## config.mk

```make
export PLATFORM = sky130hd
export DESIGN_NAME = text_to_unsigned_parser_core
export DESIGN_NICKNAME = d
export VERILOG_FILES = /design/src/design/ttup_pkg.sv /design/src/design/ttup_in_stage.sv /design/src/design/ttup_step.sv /design/src/design/ttup_parser.sv /design/src/design/text_to_unsigned_parser_core.sv
export SDC_FILE = /design/constraint.sdc
export NUM_CORES = 1
export LEC_CHECK = 0
export ABC_AREA = 0
export BUFFER_PORTS_ARGS = -buffer_cell sky130_fd_sc_hd__buf_2
export CAP_MARGIN = 20
export CORE_ASPECT_RATIO = 0.9
export CORE_UTILIZATION = 28
export CTS_BUF_LIST = sky130_fd_sc_hd__clkbuf_4 sky130_fd_sc_hd__clkbuf_8
export DETAILED_ROUTE_END_ITERATION = 10
export GPL_TIMING_DRIVEN = 1
export MAX_ROUTING_LAYER = met4
export PLACE_DENSITY = 0.41
export SLEW_MARGIN = 20
export SYNTH_ARGS = -nofsm -noshare
export SYNTH_HDL_FRONTEND = slang
export SYNTH_SLANG_ARGS = --single-unit
```

## constraint.sdc

```tcl
create_clock -name i_clk -period 19.8 [get_ports i_clk]
set_input_delay 0.99 -clock i_clk [delete_from_list [all_inputs] [get_ports i_clk]]
set_output_delay 0.99 -clock i_clk [all_outputs]
set_load 0.05 [all_outputs]
```

## src/design/ttup_pkg.sv

```systemverilog
`default_nettype none
package ttup_pkg;

    localparam int OFFSET_BITS = 16;
    localparam int VALUE_BITS  = 32;
    localparam int BASE_BITS   = 6;
    localparam int CHAR_BITS   = 8;
    localparam int STOP_BITS   = 16;
    localparam int PROD_BITS   = VALUE_BITS + BASE_BITS + 1;

    localparam logic [OFFSET_BITS-1:0] POS_MAX = '1;

    localparam logic [CHAR_BITS-1:0] CH_NUL   = 8'h00;
    localparam logic [CHAR_BITS-1:0] CH_TAB   = 8'h09;
    localparam logic [CHAR_BITS-1:0] CH_CR    = 8'h0D;
    localparam logic [CHAR_BITS-1:0] CH_SPACE = 8'h20;
    localparam logic [CHAR_BITS-1:0] CH_PLUS  = 8'h2B;
    localparam logic [CHAR_BITS-1:0] CH_MINUS = 8'h2D;
    localparam logic [CHAR_BITS-1:0] CH_ZERO  = 8'h30;
    localparam logic [CHAR_BITS-1:0] CH_NINE  = 8'h39;
    localparam logic [CHAR_BITS-1:0] CH_UA    = 8'h41;
    localparam logic [CHAR_BITS-1:0] CH_UX    = 8'h58;
    localparam logic [CHAR_BITS-1:0] CH_UZ    = 8'h5A;
    localparam logic [CHAR_BITS-1:0] CH_LA    = 8'h61;
    localparam logic [CHAR_BITS-1:0] CH_LX    = 8'h78;
    localparam logic [CHAR_BITS-1:0] CH_LZ    = 8'h7A;

    localparam logic [BASE_BITS-1:0] BASE_AUTO = 6'd0;
    localparam logic [BASE_BITS-1:0] BASE_MIN  = 6'd2;
    localparam logic [BASE_BITS-1:0] BASE_OCT  = 6'd8;
    localparam logic [BASE_BITS-1:0] BASE_DEC  = 6'd10;
    localparam logic [BASE_BITS-1:0] BASE_HEX  = 6'd16;
    localparam logic [BASE_BITS-1:0] BASE_MAX  = 6'd36;
    localparam logic [BASE_BITS-1:0] NO_DIGIT  = '1;

    typedef enum logic [2:0] {
        PH_SPACE,
        PH_BASE,
        PH_AUTO0,
        PH_HEX0,
        PH_HEXX,
        PH_DIGITS,
        PH_DONE
    } t_phase;

    typedef struct packed {
        t_phase                 phase;
        logic [BASE_BITS-1:0]   base;
        logic [VALUE_BITS-1:0]  acc;
        logic                   neg;
        logic                   ovf;
        logic                   dig;
        logic [OFFSET_BITS-1:0] cpos;
        logic [OFFSET_BITS-1:0] spos;
    } t_state;

    typedef struct packed {
        logic                 valid;
        logic [CHAR_BITS-1:0] ch;
    } t_char_req;

    function automatic logic is_space(input logic [CHAR_BITS-1:0] c);
        return (c == CH_SPACE) || (c >= CH_TAB && c <= CH_CR);
    endfunction

    function automatic logic is_x(input logic [CHAR_BITS-1:0] c);
        return (c == CH_LX) || (c == CH_UX);
    endfunction

    function automatic logic [BASE_BITS-1:0] digit_value(input logic [CHAR_BITS-1:0] c);
        logic [CHAR_BITS-1:0] d;
        d = CHAR_BITS'(NO_DIGIT);
        if (c >= CH_ZERO && c <= CH_NINE) begin
            d = c - CH_ZERO;
        end else if (c >= CH_UA && c <= CH_UZ) begin
            d = c - CH_UA + 8'd10;
        end else if (c >= CH_LA && c <= CH_LZ) begin
            d = c - CH_LA + 8'd10;
        end
        return d[BASE_BITS-1:0];
    endfunction

endpackage
`default_nettype wire

```

## src/design/ttup_in_stage.sv

```systemverilog
`default_nettype none
module ttup_in_stage (
    input  wire logic                          i_clk,
    input  wire logic                          i_rst_n,
    input  wire logic                          i_valid,
    input  wire logic [ttup_pkg::CHAR_BITS-1:0] i_text_char,
    output logic                               o_stall,
    input  wire logic                          i_take,
    output ttup_pkg::t_char_req                o_req
);

    logic                          r_valid;
    logic [ttup_pkg::CHAR_BITS-1:0] r_char;
    logic                          accept;

    assign o_stall = r_valid && !i_take;
    assign accept  = i_valid && !o_stall;

    always_ff @(posedge i_clk) begin
        if (!i_rst_n) begin
            r_valid <= 1'b0;
        end else if (accept) begin
            r_valid <= 1'b1;
        end else if (i_take) begin
            r_valid <= 1'b0;
        end
    end

    always_ff @(posedge i_clk) begin
        if (accept) begin
            r_char <= i_text_char;
        end
    end

    assign o_req.valid = r_valid;
    assign o_req.ch    = r_char;

endmodule
`default_nettype wire

```

## src/design/ttup_step.sv

```systemverilog
`default_nettype none
module ttup_step (
    input  wire ttup_pkg::t_state               i_cur,
    input  wire logic [ttup_pkg::CHAR_BITS-1:0] i_char,
    input  wire logic [ttup_pkg::BASE_BITS-1:0] i_number_base,
    output ttup_pkg::t_state                    o_next
);

    always_comb begin
        ttup_pkg::t_state                       n;
        logic                                   go;
        logic [ttup_pkg::BASE_BITS-1:0]         d;
        logic [ttup_pkg::PROD_BITS-1:0]         prod;
        n    = i_cur;
        go   = 1'b1;
        d    = ttup_pkg::digit_value(i_char);
        prod = '0;

        if (n.phase == ttup_pkg::PH_SPACE) begin
            if (ttup_pkg::is_space(i_char)) begin
                go = 1'b0;
            end else begin
                n.phase = ttup_pkg::PH_BASE;
                if (i_char == ttup_pkg::CH_MINUS) begin
                    n.neg = 1'b1;
                    go    = 1'b0;
                end else if (i_char == ttup_pkg::CH_PLUS) begin
                    go = 1'b0;
                end
            end
        end

        if (go && n.phase == ttup_pkg::PH_BASE) begin
            if (i_number_base == ttup_pkg::BASE_AUTO) begin
                if (i_char == ttup_pkg::CH_ZERO) begin
                    n.phase = ttup_pkg::PH_AUTO0;
                    go      = 1'b0;
                end else begin
                    n.base  = ttup_pkg::BASE_DEC;
                    n.phase = ttup_pkg::PH_DIGITS;
                end
            end else if (i_number_base < ttup_pkg::BASE_MIN ||
                         i_number_base > ttup_pkg::BASE_MAX) begin
                n.phase = ttup_pkg::PH_DONE;
                go      = 1'b0;
            end else begin
                n.base = i_number_base;
                if (i_number_base == ttup_pkg::BASE_OCT) begin
                    n.phase = ttup_pkg::PH_DIGITS;
                    if (i_char == ttup_pkg::CH_ZERO) begin
                        go = 1'b0;
                    end
                end else if (i_number_base == ttup_pkg::BASE_HEX) begin
                    n.phase = ttup_pkg::PH_HEX0;
                end else begin
                    n.phase = ttup_pkg::PH_DIGITS;
                end
            end
        end

        if (go && n.phase == ttup_pkg::PH_AUTO0) begin
            if (ttup_pkg::is_x(i_char)) begin
                n.base  = ttup_pkg::BASE_HEX;
                n.phase = ttup_pkg::PH_HEX0;
                go      = 1'b0;
            end else begin
                n.base  = ttup_pkg::BASE_OCT;
                n.phase = ttup_pkg::PH_DIGITS;
                if (i_char == ttup_pkg::CH_ZERO) begin
                    go = 1'b0;
                end
            end
        end

        if (go && n.phase == ttup_pkg::PH_HEX0) begin
            if (i_char == ttup_pkg::CH_ZERO) begin
                n.phase = ttup_pkg::PH_HEXX;
                go      = 1'b0;
            end else begin
                n.phase = ttup_pkg::PH_DIGITS;
            end
        end

        if (go && n.phase == ttup_pkg::PH_HEXX) begin
            n.phase = ttup_pkg::PH_DIGITS;
            if (ttup_pkg::is_x(i_char)) begin
                go = 1'b0;
            end
        end

        if (go && n.phase == ttup_pkg::PH_DIGITS) begin
            if (d >= n.base) begin
                n.spos  = n.cpos;
                n.phase = ttup_pkg::PH_DONE;
            end else begin
                prod = ttup_pkg::PROD_BITS'(n.acc) * ttup_pkg::PROD_BITS'(n.base)
                     + ttup_pkg::PROD_BITS'(d);
                if (prod[ttup_pkg::PROD_BITS-1:ttup_pkg::VALUE_BITS] != '0) begin
                    n.ovf = 1'b1;
                end else begin
                    n.acc = prod[ttup_pkg::VALUE_BITS-1:0];
                    n.dig = 1'b1;
                end
            end
        end

        // position counts every non-terminating character
        if (n.cpos != ttup_pkg::POS_MAX) begin
            n.cpos = n.cpos + 1'b1;
        end

        o_next = n;
    end

endmodule
`default_nettype wire

```

## src/design/ttup_parser.sv

```systemverilog
`default_nettype none
module ttup_parser (
    input  wire logic                            i_clk,
    input  wire logic                            i_rst_n,
    input  wire ttup_pkg::t_char_req             i_req,
    input  wire logic [ttup_pkg::BASE_BITS-1:0]  i_number_base,
    output logic                                 o_take,
    input  wire logic                            i_stall,
    output logic                                 o_valid,
    output logic [ttup_pkg::VALUE_BITS-1:0]      o_parsed_value,
    output logic [ttup_pkg::STOP_BITS-1:0]       o_stop_offset,
    output logic                                 o_overflowed,
    output logic                                 o_any_converted
);

    localparam ttup_pkg::t_state STATE_CLEAR = '{
        phase: ttup_pkg::PH_SPACE,
        base:  '0,
        acc:   '0,
        neg:   1'b0,
        ovf:   1'b0,
        dig:   1'b0,
        cpos:  '0,
        spos:  '0
    };

    ttup_pkg::t_state                    r_state;
    ttup_pkg::t_state                    n_state;
    ttup_pkg::t_state                    step_next;
    logic                                is_end;
    logic                                out_free;
    logic [ttup_pkg::VALUE_BITS-1:0]     sat_value;
    logic [ttup_pkg::OFFSET_BITS-1:0]    stop_pos;
    logic                                r_valid;
    logic [ttup_pkg::VALUE_BITS-1:0]     r_value;
    logic [ttup_pkg::STOP_BITS-1:0]      r_offset;
    logic                                r_ovf;
    logic                                r_dig;

    ttup_step u_step (
        .i_cur         (r_state),
        .i_char        (i_req.ch),
        .i_number_base (i_number_base),
        .o_next        (step_next)
    );

    assign is_end   = (i_req.ch == ttup_pkg::CH_NUL);
    assign out_free = !r_valid || !i_stall;
    assign o_take   = i_req.valid && (!is_end || out_free);

    assign sat_value = r_state.ovf ? '1 : r_state.acc;
    assign stop_pos  = (r_state.phase != ttup_pkg::PH_DONE) ? r_state.cpos : r_state.spos;

    always_comb begin
        n_state = r_state;
        if (o_take) begin
            n_state = is_end ? STATE_CLEAR : step_next;
        end
    end

    always_ff @(posedge i_clk) begin
        if (!i_rst_n) begin
            r_state <= STATE_CLEAR;
            r_valid <= 1'b0;
        end else begin
            r_state <= n_state;
            if (o_take && is_end) begin
                r_valid <= 1'b1;
            end else if (!i_stall) begin
                r_valid <= 1'b0;
            end
        end
    end

    always_ff @(posedge i_clk) begin
        if (o_take && is_end) begin
            r_value  <= r_state.neg ? (~sat_value + 1'b1) : sat_value;
            r_offset <= r_state.dig ? ttup_pkg::STOP_BITS'(stop_pos) : '0;
            r_ovf    <= r_state.ovf;
            r_dig    <= r_state.dig;
        end
    end

    assign o_valid         = r_valid;
    assign o_parsed_value  = r_value;
    assign o_stop_offset   = r_offset;
    assign o_overflowed    = r_ovf;
    assign o_any_converted = r_dig;

endmodule
`default_nettype wire

```

## src/design/text_to_unsigned_parser_core.sv

```systemverilog
// path: terminating zero -> input stage -> result register -> o_valid
// throughput: one character per cycle (a terminating zero waits while a
// result stalls), set by the parse stage's combinational multiply-add
// reset: synchronous active low; clears the parse, both pipeline valids
// and the base register (auto-detect)
`default_nettype none
module text_to_unsigned_parser_core (
    input  wire logic                            i_clk,
    input  wire logic                            i_rst_n,
    input  wire logic                            i_cfg_wr_en,
    input  wire logic [ttup_pkg::BASE_BITS-1:0]  i_cfg_wr_data,
    input  wire logic                            i_valid,
    output logic                                 o_stall,
    input  wire logic [ttup_pkg::CHAR_BITS-1:0]  i_text_char,
    output logic                                 o_valid,
    input  wire logic                            i_stall,
    output logic [ttup_pkg::VALUE_BITS-1:0]      o_parsed_value,
    output logic [ttup_pkg::STOP_BITS-1:0]       o_stop_offset,
    output logic                                 o_overflowed,
    output logic                                 o_any_converted
);

    logic [ttup_pkg::BASE_BITS-1:0] r_number_base;
    ttup_pkg::t_char_req            char_req;
    logic                           take;

    always_ff @(posedge i_clk) begin
        if (!i_rst_n) begin
            r_number_base <= ttup_pkg::BASE_AUTO;
        end else if (i_cfg_wr_en) begin
            r_number_base <= i_cfg_wr_data;
        end
    end

    ttup_in_stage u_in (
        .i_clk       (i_clk),
        .i_rst_n     (i_rst_n),
        .i_valid     (i_valid),
        .i_text_char (i_text_char),
        .o_stall     (o_stall),
        .i_take      (take),
        .o_req       (char_req)
    );

    ttup_parser u_parser (
        .i_clk           (i_clk),
        .i_rst_n         (i_rst_n),
        .i_req           (char_req),
        .i_number_base   (r_number_base),
        .o_take          (take),
        .i_stall         (i_stall),
        .o_valid         (o_valid),
        .o_parsed_value  (o_parsed_value),
        .o_stop_offset   (o_stop_offset),
        .o_overflowed    (o_overflowed),
        .o_any_converted (o_any_converted)
    );

endmodule
`default_nettype wire

```

After elaboration in Yosys (flattened, before gate mapping)
Cells that the tools add are included.

Register bits: 142. Bits of input ports: 19. Word-level logic and storage cells: 152.

Add/sub/neg operators: 8. Multipliers: 1. Order comparisons: 11. Equality and inequality tests: 19. Multiplexer cells: 57. Bitwise gates (word level): 1. Reduce and logical (&&, ||, !) cells: 39.

Operators with widths (count): 32-bit two-way mux (5); 76-bit two-way mux (1); 16-bit two-way mux (4); 38-bit by 6-bit adder with 39-bit output (1); 32-bit by 6-bit multiplier with 38-bit output (1); 9-bit two-way mux (4); 32-bit by 1-bit adder with 32-bit output, second input constant (1); 8-bit by 6-bit equality test with 1-bit output, second input constant (4); 32-bit NOT (1); 3-bit two-way mux (10); 6-bit two-way mux (5); 1-bit two-way mux (26); 16-bit by 1-bit adder with 16-bit output, second input constant (1); 8-bit by 7-bit equality test with 1-bit output, second input constant (2); 8-bit by 7-bit greater-or-equal comparator with 1-bit output, second input constant (2); 8-bit by 7-bit <= comparator with 1-bit output, second input constant (2); 16-bit inequality test, second input constant (1); 2-bit nonzero test (7); 1-bit logical AND (13); 6-bit by 4-bit adder with 6-bit output, second input constant (2); 4-bit AND reduction (3); 6-bit subtractor, second input constant (2); 8-bit by 4-bit greater-or-equal comparator with 1-bit output, second input constant (1); 8-bit by 6-bit greater-or-equal comparator with 1-bit output, second input constant (1); 22 further kinds (36).

Longest topological paths before layout
Depth after elaboration: 22. Gate-level depth with buffers: 33.

Modules after synthesis
From an unflattened synthesis, not the netlist that was laid out.

Cell total of the unflattened synthesis: 1552. Area total of the unflattened synthesis: 14533.9 µm².

By module, submodules not included: ttup_step (instances 1, cells each 981, area each 8481.9 µm², sequential area each 0.0 µm²); ttup_parser (instances 1, cells each 539, area each 5527.8 µm², sequential area each 3042.9 µm²); ttup_in_stage (instances 1, cells each 13, area each 295.3 µm², sequential area each 260.2 µm²); text_to_unsigned_parser_core (instances 1, cells each 19, area each 229.0 µm², sequential area each 120.1 µm²).

Worst setup path before layout
OpenSTA, ideal clock, no wires.

Path kind: register to register. Start point: reg u_in.r_char[0] (netlist name). End point: reg u_parser.r_state[38] (netlist name). Arrival time: 7483 ps. Path slack: 12245 ps. Cell stages (with the launch flop): 33. Buffers on the path: 4. Period minus slack after synthesis: 7555 ps. Path through: edfxtp_1 inv_1 ha_1 mux2_1 o211ai_2 o21ai_1 o31ai_1 nor2b_1 buf_2 a221oi_1 a21oi_1 clkbuf_1 nand2_1 fa_1 fa_1 inv_1 fa_1 inv_1 fa_1 inv_1 ha_1 a21oi_1 o21ai_1 o2111a_1 o22ai_2 o21ai_2 a31oi_1 mux2_1 a211oi_2 and4b_1 buf_6 buf_8 mux2i_1.

Cells in the longest elaborated chain, start to end: 22. Elaborated cells on any way between the ends: 81. Those cells by class: add/sub (6); mul (1); order compare (9); eq/ne (13); mux (34); reduce/logical (18).

Ends and longest elaborated chain: start: declaration (line ttup_in_stage.sv:13) `logic [ttup_pkg::CHAR_BITS-1:0] r_char;`; start signal: assignment (line ttup_in_stage.sv:31) `r_char <= i_text_char;`; branches (longest 22 deep; another with 32-bit by 6-bit multiplier with 38-bit output); end signal: assignment (line ttup_parser.sv:66) `r_state <= n_state;`; end: declaration (line ttup_parser.sv:27) `ttup_pkg::t_state r_state;`.

Several ways; the timed one is not identified. The select of a mux whose other input is x is not followed. A chain may end at the register's enable or synchronous reset.

Final worst setup path
Same ends and word-level chain as after synthesis.

==> flow_metrics.tcl <==
set metrics [dict create \
    status "finished, final reports clean" \
    grt_setup_unrepaired "false" \
    die_area_um2 50200 \
    fillers 5085 \
    cp_data_arrival_time_ns 9.61 \
    hold_path_class "register to register" \
    power_density_nw_per_um2 46.8 \
    avgSynthCellArea_um2 9.07 \
    synth-seq-area-share 0.248 \
    start_util 0.286 \
    grt_pass1_wl_mm 63.9 \
    place_hpwl_mm 28.8 \
    r2r-start "u_in.r_char[0]" \
    track_usage 0.169 \
    drtIter0Drc 671 \
    cts_resized 0 \
    mostFrequentLayoutCell "nand2_1" \
    num_vias 10700 \
    seqCellArea_um2 3420 \
    max_stage_delay_ns 0.64 \
    cp_top_family "adder cells" \
    synthArstFlopShare 0 \
    power.leakage_nw 6.73 \
    hold_depth 2 \
    die_y_um 213 \
    grt_pass1_vias 11200 \
    final_cell_mix "nand2_1, and2_1, fa_1" \
    finalHoldViolCount 0 \
    die_w_um 236 \
    setup_tns_ns 0 \
    clock_path_buffers 2 \
    worstSetupPathType "register to register" \
    reg2reg_depth 30 \
    multi_input_area_um2 9750 \
    synth_top_area_frac 0.180 \
    yosysTopAreaCell "fa_1" \
    hold_buffers 0 \
    synthDistinctLibCells 83 \
    slew_headroom 0.310 \
    synth_cells 1523 \
    endpoint_kind "register" \
    wl_mm 38.7 \
    numCtsBuffers 17 \
    startpoint_type "register" \
    drive_above_1_share 0.0960 \
    finalCriticalPeriod_ns 9.14 \
    power_mw 0.706 \
    cts_setup_buffers 0 \
    grt_max_degree 42 \
    crit_fanout 34 \
    ant_nets 0 \
    route.detailed.drc 0 \
    worst_ep_required_time_ns 20.27 \
    cts.sinks 142 \
    peakVddDrop_uv 45.4 \
    viasPerCell 4.93 \
    io_pins 71 \
    cts.htree.levels 4 \
    fmax_mhz 109 \
    cts_root_buf "clkbuf_8" \
    regToRegSetupSlack_ns 10.66 \
    core_area_um2 48300 \
    r2r_end "u_parser.r_state[38]" \
    syn_area_um2 13800 \
    cap_viol_max_count 0 \
    fin_skew_ns 0.0303 \
    slowest_stage "nor2b_1" \
    clk_latency_ns 0.55 \
    min_to "u_parser.r_state[14]" \
    dr.pass1.iters 6 \
    final.period_utilization 0.461 \
    syn_nets 1769 \
    antenna_found_initial 0 \
    crit_path_start "u_in.r_char[0]" \
    ys_ff_latch 142 \
    wl_per_cell_um 17.8 \
    place.gp.congestion 0.818 \
    synth_ff_type "dfxtp_1" \
    setup_viol 0 \
    synth-edff-count 58 \
    path_buf_inv 6 \
    slew_viol_final 0 \
    yosys_warnings 0 \
    area_growth_pct 9.26 \
    grt_overflow 0 \
    numPortBuffers 70 \
    synth.area.top_cells "fa_1, edfxtp_1, dfxtp_1" \
    num_rows 76 \
    worst_slew_pin_slew_ns 1.03 \
    fin_nets 1785 \
    cts_tree "built" \
    cts.clk_slew.worst_paths_ns 0.09 \
    min-delay-start "u_parser.r_state[14]" \
]
## final cells by class
class	instances	area share
Antenna cell	1	0.000166
Clock buffer	19	0.0169
Clock inverter	13	0.00937
Inverter	70	0.0174
Multi-Input combinational cell	1222	0.646
Sequential cell	142	0.227
Tap cell	624	0.0517
Timing Repair Buffer	86	0.0312
## logic make-up (layout without fill, tap and decap cells)
kind of cell / Yosys count / count (layout) / share of synthesized area
AND/OR/NAND/NOR: 616 / 616 / 0.226
AO/OA/AOI/OAI: 264 / 264 / 0.126
adder cells (fa/ha/maj): 227 / 227 / 0.273
buffers and inverters: 159 / 188 / 0.0474
flip-flops: 142 / 142 / 0.248
multiplexers: 64 / 64 / 0.0467
XOR/XNOR: 51 / 51 / 0.0323
other: 0 / 1 / 0
## worst min-delay path, stage by stage, from the launching register on
cell and delay (ns):
dfxtp_1 0.32, nand3_1 0.07, nand2_1 0.05
## synthesized netlist by cell type (20+ instances only)
cell and n:
nand3_1 31, inv_1 70, and2_1 154, mux2i_1 61
ha_1 103, edfxtp_1 58, nor2b_1 46, fa_1 124
xor2_1 31, clkbuf_1 79, dfxtp_1 84, nand2_1 176
a21o_1 21, nor2_1 113, xnor2_1 20, o21ai_0 48
a21oi_1 68, nor3_1 20
## layer usage
layer | track usage | routed length, um
met1 | 0.232 | 19900
met2 | 0.257 | 17200
met4 | 0.0523 | 637
met5 | - | 0
met3 | 0.0224 | 1050
## how the worst max path moves through the flow
stage	to	cells past startpoint
final	u_parser.r_state[38]	30
after floorplan	u_parser.r_state[38]	32
after detailed placement	u_parser.r_state[50]	30
after CTS	u_parser.r_state[38]	30
after global routing	u_parser.r_state[38]	30
after global placement	u_parser.r_state[48]	30
## flip-flops by register name, indices dropped and copies added (netlist names)
| register | flops |
|---|---|
| u_parser.o_stop_offset | 16 |
| u_parser.o_overflowed | 1 |
| u_parser.o_valid | 1 |
| u_parser.o_any_converted | 1 |
| u_parser.r_state | 76 |
| u_parser.o_parsed_value | 32 |
| r_number_base | 6 |
| u_in.r_valid | 1 |
| u_in.r_char | 8 |
## power breakdown
group	total, mW	switching (mW)	internal [mW]	leakage (nW)
Combinational	0.133	0.0885	0.0445	5.33
Clock	0.256	0.146	0.109	0.202
Sequential	0.317	0.00991	0.307	1.19
Total	0.706	0.245	0.461	6.73
## per-stage QoR
step / cell area [um^2] / hold slack [ns] / setup WS [ns] / utilization / std cells
after CTS: 15100 / 0.474 / 10.67 / 0.312 / 2176
after global placement: 14700 / 0.444 / 10.81 / 0.304 / 2144
after detailed placement: 14700 / 0.459 / 10.69 / 0.304 / 2144
after global routing: 15100 / 0.523 / 10.05 / 0.312 / 2176
final: 15100 / 0.470 / 10.66 / 0.312 / 2177
after floorplan: 13800 / 0.434 / 12.25 / - / 1523
No activity file was read; power rests on OpenSTA's default activity.
